**config.mk**
```make
export PLATFORM = sky130hd
export DESIGN_NAME = ir_pulse_distance_decoder_unit
export DESIGN_NICKNAME = d
export VERILOG_FILES = /design/src/irpdd_pkg.sv /design/src/ir_pulse_distance_decoder_unit.sv
export SDC_FILE = /design/constraint.sdc
export NUM_CORES = 1
export LEC_CHECK = 0
export BUFFER_PORTS_ARGS = -buffer_cell sky130_fd_sc_hd__buf_2
export CAP_MARGIN = 20
export CORE_MARGIN = 4
export CORE_UTILIZATION = 52
export CTS_BUF_LIST = sky130_fd_sc_hd__clkbuf_2
export DETAILED_ROUTE_END_ITERATION = 16
export PLACE_DENSITY = 0.7
export SYNTH_ARGS = -nofsm -noshare
export SYNTH_HDL_FRONTEND = slang
export SYNTH_SLANG_ARGS = --single-unit
```
**constraint.sdc**
```tcl
create_clock -name clk -period 4 [get_ports clk]
set_input_delay 0 -clock clk [delete_from_list [all_inputs] [get_ports clk]]
set_output_delay 0 -clock clk [all_outputs]
set_load 0.01 [all_outputs]
```
**src/irpdd_pkg.sv**
```systemverilog
// Package with shared types and constants for the IR pulse-distance decoder.
`default_nettype none

package irpdd_pkg;

	localparam int unsigned NUM_CFG_REGS = 8;
	localparam int unsigned CFG_IDX_W = 3;

	typedef logic [CFG_IDX_W-1:0] cfg_idx_t;
	typedef logic [7:0] byte_t;
	typedef byte_t cfg_array_t [NUM_CFG_REGS];

	localparam cfg_idx_t REG_LEADER_LOW  = 3'd0;
	localparam cfg_idx_t REG_LEADER_HIGH = 3'd1;
	localparam cfg_idx_t REG_ZERO_LOW    = 3'd2;
	localparam cfg_idx_t REG_ZERO_HIGH   = 3'd3;
	localparam cfg_idx_t REG_ONE_LOW     = 3'd4;
	localparam cfg_idx_t REG_ONE_HIGH    = 3'd5;
	localparam cfg_idx_t REG_REPEAT_LOW  = 3'd6;
	localparam cfg_idx_t REG_REPEAT_HIGH = 3'd7;

	localparam cfg_array_t CFG_RESET = '{
		8'h69, 8'h7F, 8'h03, 8'h0B, 8'h0C, 8'h14, 8'h54, 8'h5C
	};

	localparam logic FUNC_EDGE     = 1'b0;
	localparam logic FUNC_OVERFLOW = 1'b1;

	typedef struct packed {
		logic armed;
		logic half_timeout;
		logic timer_running;
		logic [5:0] bits_left;
		byte_t command_byte;
		byte_t check_byte;
	} dec_state_t;

endpackage

`default_nettype wire

```
**src/ir_pulse_distance_decoder_unit.sv**
```systemverilog
// Top level of the IR pulse-distance frame decoder with its window registers.
// An accepted word is registered in the input register and decoded from there; a command
// word is then written to the output register when the output is free.
// Throughput: one word per cycle; the input stalls only while a result waits behind a
// stalled output word.
// Reset clears the decoder state and the output valid and loads the default windows.
`default_nettype none

module ir_pulse_distance_decoder_unit #(
	parameter int unsigned FRAME_BITS = 32
) (
	input  wire logic                clk,
	input  wire logic                arst_n,
	input  wire logic                in_valid,
	output logic                     in_stall,
	input  wire logic                func,
	input  wire logic [7:0]          interval,
	output logic                     out_valid,
	input  wire logic                out_stall,
	output logic [7:0]               command,
	output logic                     from_repeat,
	input  wire logic                cfg_we,
	input  wire irpdd_pkg::cfg_idx_t cfg_index,
	input  wire logic [7:0]          cfg_data
);
	import irpdd_pkg::*;

	localparam logic [5:0] FRAME_LOAD = FRAME_BITS[5:0];

	byte_t cfg_q [NUM_CFG_REGS];
	dec_state_t state_q;
	dec_state_t state_d;

	logic valid_s1;
	logic func_s1;
	logic [7:0] interval_s1;

	logic out_valid_q;
	logic [7:0] command_q;
	logic from_repeat_q;

	logic res_valid;
	logic res_repeat;
	logic adv_s1;
	logic out_free;
	logic in_accept;

	logic win_leader;
	logic win_zero;
	logic win_one;
	logic win_repeat;
	logic bit_val;
	logic frame_done;

	always_ff @(posedge clk or negedge arst_n) begin
		if (!arst_n) begin
			for (int i = 0; i < NUM_CFG_REGS; i++) begin
				cfg_q[i] <= CFG_RESET[i];
			end
		end else if (cfg_we) begin
			cfg_q[cfg_index] <= cfg_data;
		end
	end

	assign out_free  = !out_valid_q || !out_stall;
	assign adv_s1    = valid_s1 && (!res_valid || out_free);
	assign in_stall  = valid_s1 && !adv_s1;
	assign in_accept = in_valid && !in_stall;

	always_ff @(posedge clk or negedge arst_n) begin
		if (!arst_n) begin
			valid_s1 <= 1'b0;
		end else begin
			valid_s1 <= in_accept || (valid_s1 && !adv_s1);
		end
	end

	always_ff @(posedge clk) begin
		if (in_accept) begin
			func_s1     <= func;
			interval_s1 <= interval;
		end
	end

	assign win_leader = (interval_s1 > cfg_q[REG_LEADER_LOW]) &&
		(interval_s1 < cfg_q[REG_LEADER_HIGH]);
	assign win_zero   = (interval_s1 > cfg_q[REG_ZERO_LOW]) &&
		(interval_s1 < cfg_q[REG_ZERO_HIGH]);
	assign win_one    = (interval_s1 > cfg_q[REG_ONE_LOW]) &&
		(interval_s1 < cfg_q[REG_ONE_HIGH]);
	assign win_repeat = (interval_s1 > cfg_q[REG_REPEAT_LOW]) &&
		(interval_s1 < cfg_q[REG_REPEAT_HIGH]);

	always_comb begin
		state_d    = state_q;
		frame_done = 1'b0;
		res_repeat = 1'b0;
		bit_val    = 1'b0;
		if (func_s1 == FUNC_OVERFLOW) begin
			if (state_q.timer_running) begin
				if (!state_q.half_timeout) begin
					state_d.half_timeout = 1'b1;
				end else begin
					state_d.armed         = 1'b0;
					state_d.half_timeout  = 1'b0;
					state_d.timer_running = 1'b0;
				end
			end
		end else if (!state_q.armed) begin
			state_d.armed         = 1'b1;
			state_d.timer_running = 1'b1;
		end else if (win_leader) begin
			state_d.bits_left = FRAME_LOAD;
		end else if (win_zero || win_one) begin
			bit_val = !win_zero;
			if (state_q.bits_left != 6'd0) begin
				for (int k = 0; k < 8; k++) begin
					if (state_q.bits_left == 6'(k + 1)) begin
						state_d.check_byte[k] = bit_val;
					end
					if (state_q.bits_left == 6'(k + 9)) begin
						state_d.command_byte[k] = !bit_val;
					end
				end
				state_d.bits_left = state_q.bits_left - 6'd1;
			end
		end else if (win_repeat) begin
			frame_done = 1'b1;
			res_repeat = 1'b1;
		end else if (state_q.bits_left == 6'd0) begin
			state_d.armed         = 1'b0;
			state_d.half_timeout  = 1'b0;
			state_d.timer_running = 1'b0;
			frame_done            = 1'b1;
		end
		res_valid = valid_s1 && frame_done &&
			(state_q.command_byte == state_q.check_byte);
	end

	always_ff @(posedge clk or negedge arst_n) begin
		if (!arst_n) begin
			state_q <= '0;
		end else if (adv_s1) begin
			state_q <= state_d;
		end
	end

	always_ff @(posedge clk or negedge arst_n) begin
		if (!arst_n) begin
			out_valid_q <= 1'b0;
		end else if (out_free) begin
			out_valid_q <= adv_s1 && res_valid;
		end
	end

	always_ff @(posedge clk) begin
		if (out_free && adv_s1 && res_valid) begin
			command_q     <= state_q.check_byte;
			from_repeat_q <= res_repeat;
		end
	end

	assign out_valid   = out_valid_q;
	assign command     = command_q;
	assign from_repeat = from_repeat_q;

endmodule

`default_nettype wire

```
==> parameters.txt <==
Parameter                              Value

Status
  Outcome    complete, no violations

Timing
  Fmax achieved    a little under 0.3 GHz
  Final-report max-slew violation count    0
  Setup skew after layout    31.81 ps
  Min Clock Period, post-route    3389 ps
  Setup violators final    0
  Max_slew headroom    0.4675
  Pin slew with the least headroom to its limit    786.3 ps
  Count of endpoints failing hold in the final timing report    0
  Period Utilization, post-route    0.8472
  Unrepaired setup endpoints after global routing    no
  Final total negative setup slack    0 ps

Yosys
  Syn nets    643
  Post-Syn Area per Cell    10.90 µm²
  Biggest area consumer among synthesized cells    dfrtp_1
  Yosys synthesis warning count    0
  Seq/Total Area, Yosys    0.4730
  Cell count after synthesis    553
  Top cells by area, synth    dfrtp_1, ha_1, dfstp_2
  Number of flops mapped to enable cells by yosys    18
  Library cell with the highest instance count after synthesis    inv_1
  Distinct cell type count after synthesis    between 50 and 60
  Most common library cells after synthesis    inv_1, ha_1, dfrtp_1
  Number of synthesized register bits    109
  Area share of the leading cell type in the synthesized netlist    0.2657
  Proportion of register bits with asynchronous set or reset after synthesis    0.8349
  Summed instance area of the synthesized netlist    6028 µm²
  Main flop type after synthesis    dfrtp_1

Worst setup path
  Crit path launch type    flip-flop
  Critical-path maximum fanout    8
  R2R Path Start    interval_s1[6]$_DFFE_PP_
  R2r endpoint    valid_s1$_DFF_PN0_
  Logic depth of the worst path, buffers included    8
  Number of cell instances on the worst register-to-register path    9
  Delay of the slowest critical-path stage    740 ps
  Number of buffer and inverter instances along the worst setup path    1
  Nature of the critical path endpoint    primary output
  Worst setup slack for register-to-register paths    640 ps
  CP Data Required Time    4000 ps
  Ordered list of cells on the worst path    ha_1 > nand4_1 > nor2_1 > a221o_1 > o311ai_1 > a2111oi_2 > and3_1 > buf_2
  Family of cells with the greatest summed delay on the critical path    compound AO/OA/AOI/OAI gates
  Worst path arrival time    ~3400 ps
  Path type of the worst setup path    flip-flop to primary output
  Cell at the slowest stage of the critical path    a2111oi_2

GRT
  Maximum number of pins on one net before global-route repair    59
  Vias in the first global route    4741
  Global route overflow    0
  All-Layer GR Usage    0.2212
  Global-route wire length before repair    around 23000 µm
  Number of antenna violations at the first check in global routing    0

Cells and area
  Share of cells above drive strength 1    0.2016
  Final-stage net count    just over 700
  Final Util    0.6022
  Filler cells    928
  Reg area    approximately 2900 µm²
  Area Overhead vs Synth    13.57%
  Multi-input gate area    2834 µm²
  Count of antenna diodes in the layout    0

Clocking
  Number of hold-repair buffers added at the cts stage    39
  CTS root buf    clkbuf_2
  Setup Fix Bufs, Post-CTS    0
  CTS-repair resized insts    0
  Clock latency on the worst-skew pair    590 ps
  Sinks on Clock Net    109
  TritonCTS clock tree    built
  H-Tree Level Count    3
  Clock-pin slew reported for the worst setup and hold paths after clock tree synthesis    approximately 280 ps
  Maximum clock path buffer count    2
  TritonCTS buffer count    9

Route
  Via count    approximately 4500
  Routed WL per cell    17.72 µm
  Sum of routed wire length over all layers    13790 µm
  ANT nets after route    0
  Drt pass-1 iters    4
  Drt drc    0
  Vias/cell    about 5.8
  Number of violations reported at the end of detailed-routing iteration 0    between 200 and 250

Placement
  Final weighted congestion in routability-driven placement    0.9155
  Detailed placer's ending HPWL    just under 10000 µm
  Input/output buffers    35

Die
  Die extent in y    115.7 µm
  # IOs    36
  Initial core utilization    0.5302
  Horiz. Die Dim    115.7 µm
  Number of rows created at floorplan    39
  Die outline area    13380 µm²
  Area of the core    11370 µm²

Worst hold path
  Beginning of the worst hold path    cfg_we
  Min-Delay Endpoint    cfg_q[52]$_DFFE_PN1P_
  Class of the tightest hold or removal check    input pin to flip-flop
  Worst hold path depth    6

Power
  Power Density    431.1 nW/µm²
  Peak supply drop    0.0002649 V
  Leak    3.162 nW

Flow run
  Max cap viols    0
-- placed cells by master, fill, tap and decap left out, drive strengths merged, types with 6 or more instances in the layout --
| cell type | instances |
|---|---|
| nor2 | 9 |
| edfxtp | 18 |
| nand4 | 18 |
| dlygate4sd3 | 39 |
| a21oi | 19 |
| xor2 | 8 |
| o211ai | 10 |
| dfrtp | 64 |
| nor2b | 6 |
| mux2 | 52 |
| nand3 | 20 |
| ha | 65 |
| buf | 42 |
| o21ai | 39 |
| dfstp | 27 |
| nand2 | 42 |
| clkbuf | 11 |
| inv | 72 |
-- worst max path at each step --
stage                                         end  slack (ps)                     start
final                                    in_stall         610  interval_s1[6]$_DFFE_PP_
after global routing                     in_stall         410  interval_s1[7]$_DFFE_PP_
after CTS                                in_stall         620  interval_s1[6]$_DFFE_PP_
after detailed placement  state_q[10]$_DFFE_PN0P_         700  interval_s1[1]$_DFFE_PP_
after global placement    state_q[12]$_DFFE_PN0P_         830  interval_s1[1]$_DFFE_PP_
after floorplan              command[0]$_DFFE_PP_         810     cfg_q[41]$_DFFE_PN1P_
-- worst register-to-register path: cells and delay by family, from the launching register on --
kind	cells	cell delay (ps)
AO/OA/AOI/OAI	3	1150
adder cells (fa/ha/maj)	1	380
buffers and inverters	1	540
flip-flops	1	630
AND/OR/NAND/NOR	4	620
-- sequential cells by signal, summed over array words and instances (netlist names) --
signal and cells:
interval_s1 8, func_s1 1, state_q 25, command 8, cfg_q 64, out_valid 1, from_repeat 1, valid_s1 1
-- cell families after synthesis --
kind of cell | share of synthesized area
AOI/OAI and AO/OA | 0.1216
buffers and inverters | 0.05687
and+or+nand+nor | 0.1032
xor gates and xnor gates | 0.01162
muxes | 0.09880
DFF | 0.4730
adders and majority gates | 0.1349
-- area by class of cell --
class | count | area share
repair buffers | 81 | 0.09064
multi-input cells | 357 | 0.4139
clock inverters | 5 | 0.005300
flip-flops and latches | 109 | 0.4165
well taps | 143 | 0.02613
clock buffers | 11 | 0.008041
inverters | 72 | 0.03947
-- metal layers --
metal / routed length, µm / share of wire / GRT usage
met1: 6182 / 0.45 / 0.2913
met3: 570 / 0.041 / 0.04125
met5: 0 / 0 / 0
met2: 6662 / 0.48 / 0.3657
met4: 371 / 0.027 / 0.08430
-- where the power goes --
group          leakage [nW]  switching (mW)  total [mW]  internal (mW)
Clock                0.0562           0.361       0.449         0.0882
Sequential             1.25           0.152        1.53           1.38
Combinational          1.85           0.557       0.976          0.419
Total                  3.16            1.07        2.95           1.88
-- metrics by stage --
step | hold WS [ps] | cells | total power, mW | cell area (µm²) | setup WS [ps]
after floorplan | -295.6 | 553 | 2.192 | 6028 | 805.2
after global placement | 127.7 | 723 | 2.417 | 6365 | 825.4
after detailed placement | 142.4 | 723 | 2.472 | 6365 | 699.2
after CTS | 11.52 | 778 | 2.953 | 6847 | 619.0
after global routing | 45.25 | 778 | 3.173 | 6847 | 409.6
final | 81.81 | 778 | 2.952 | 6847 | 611.1
Power figures use the tool's default switching activity.
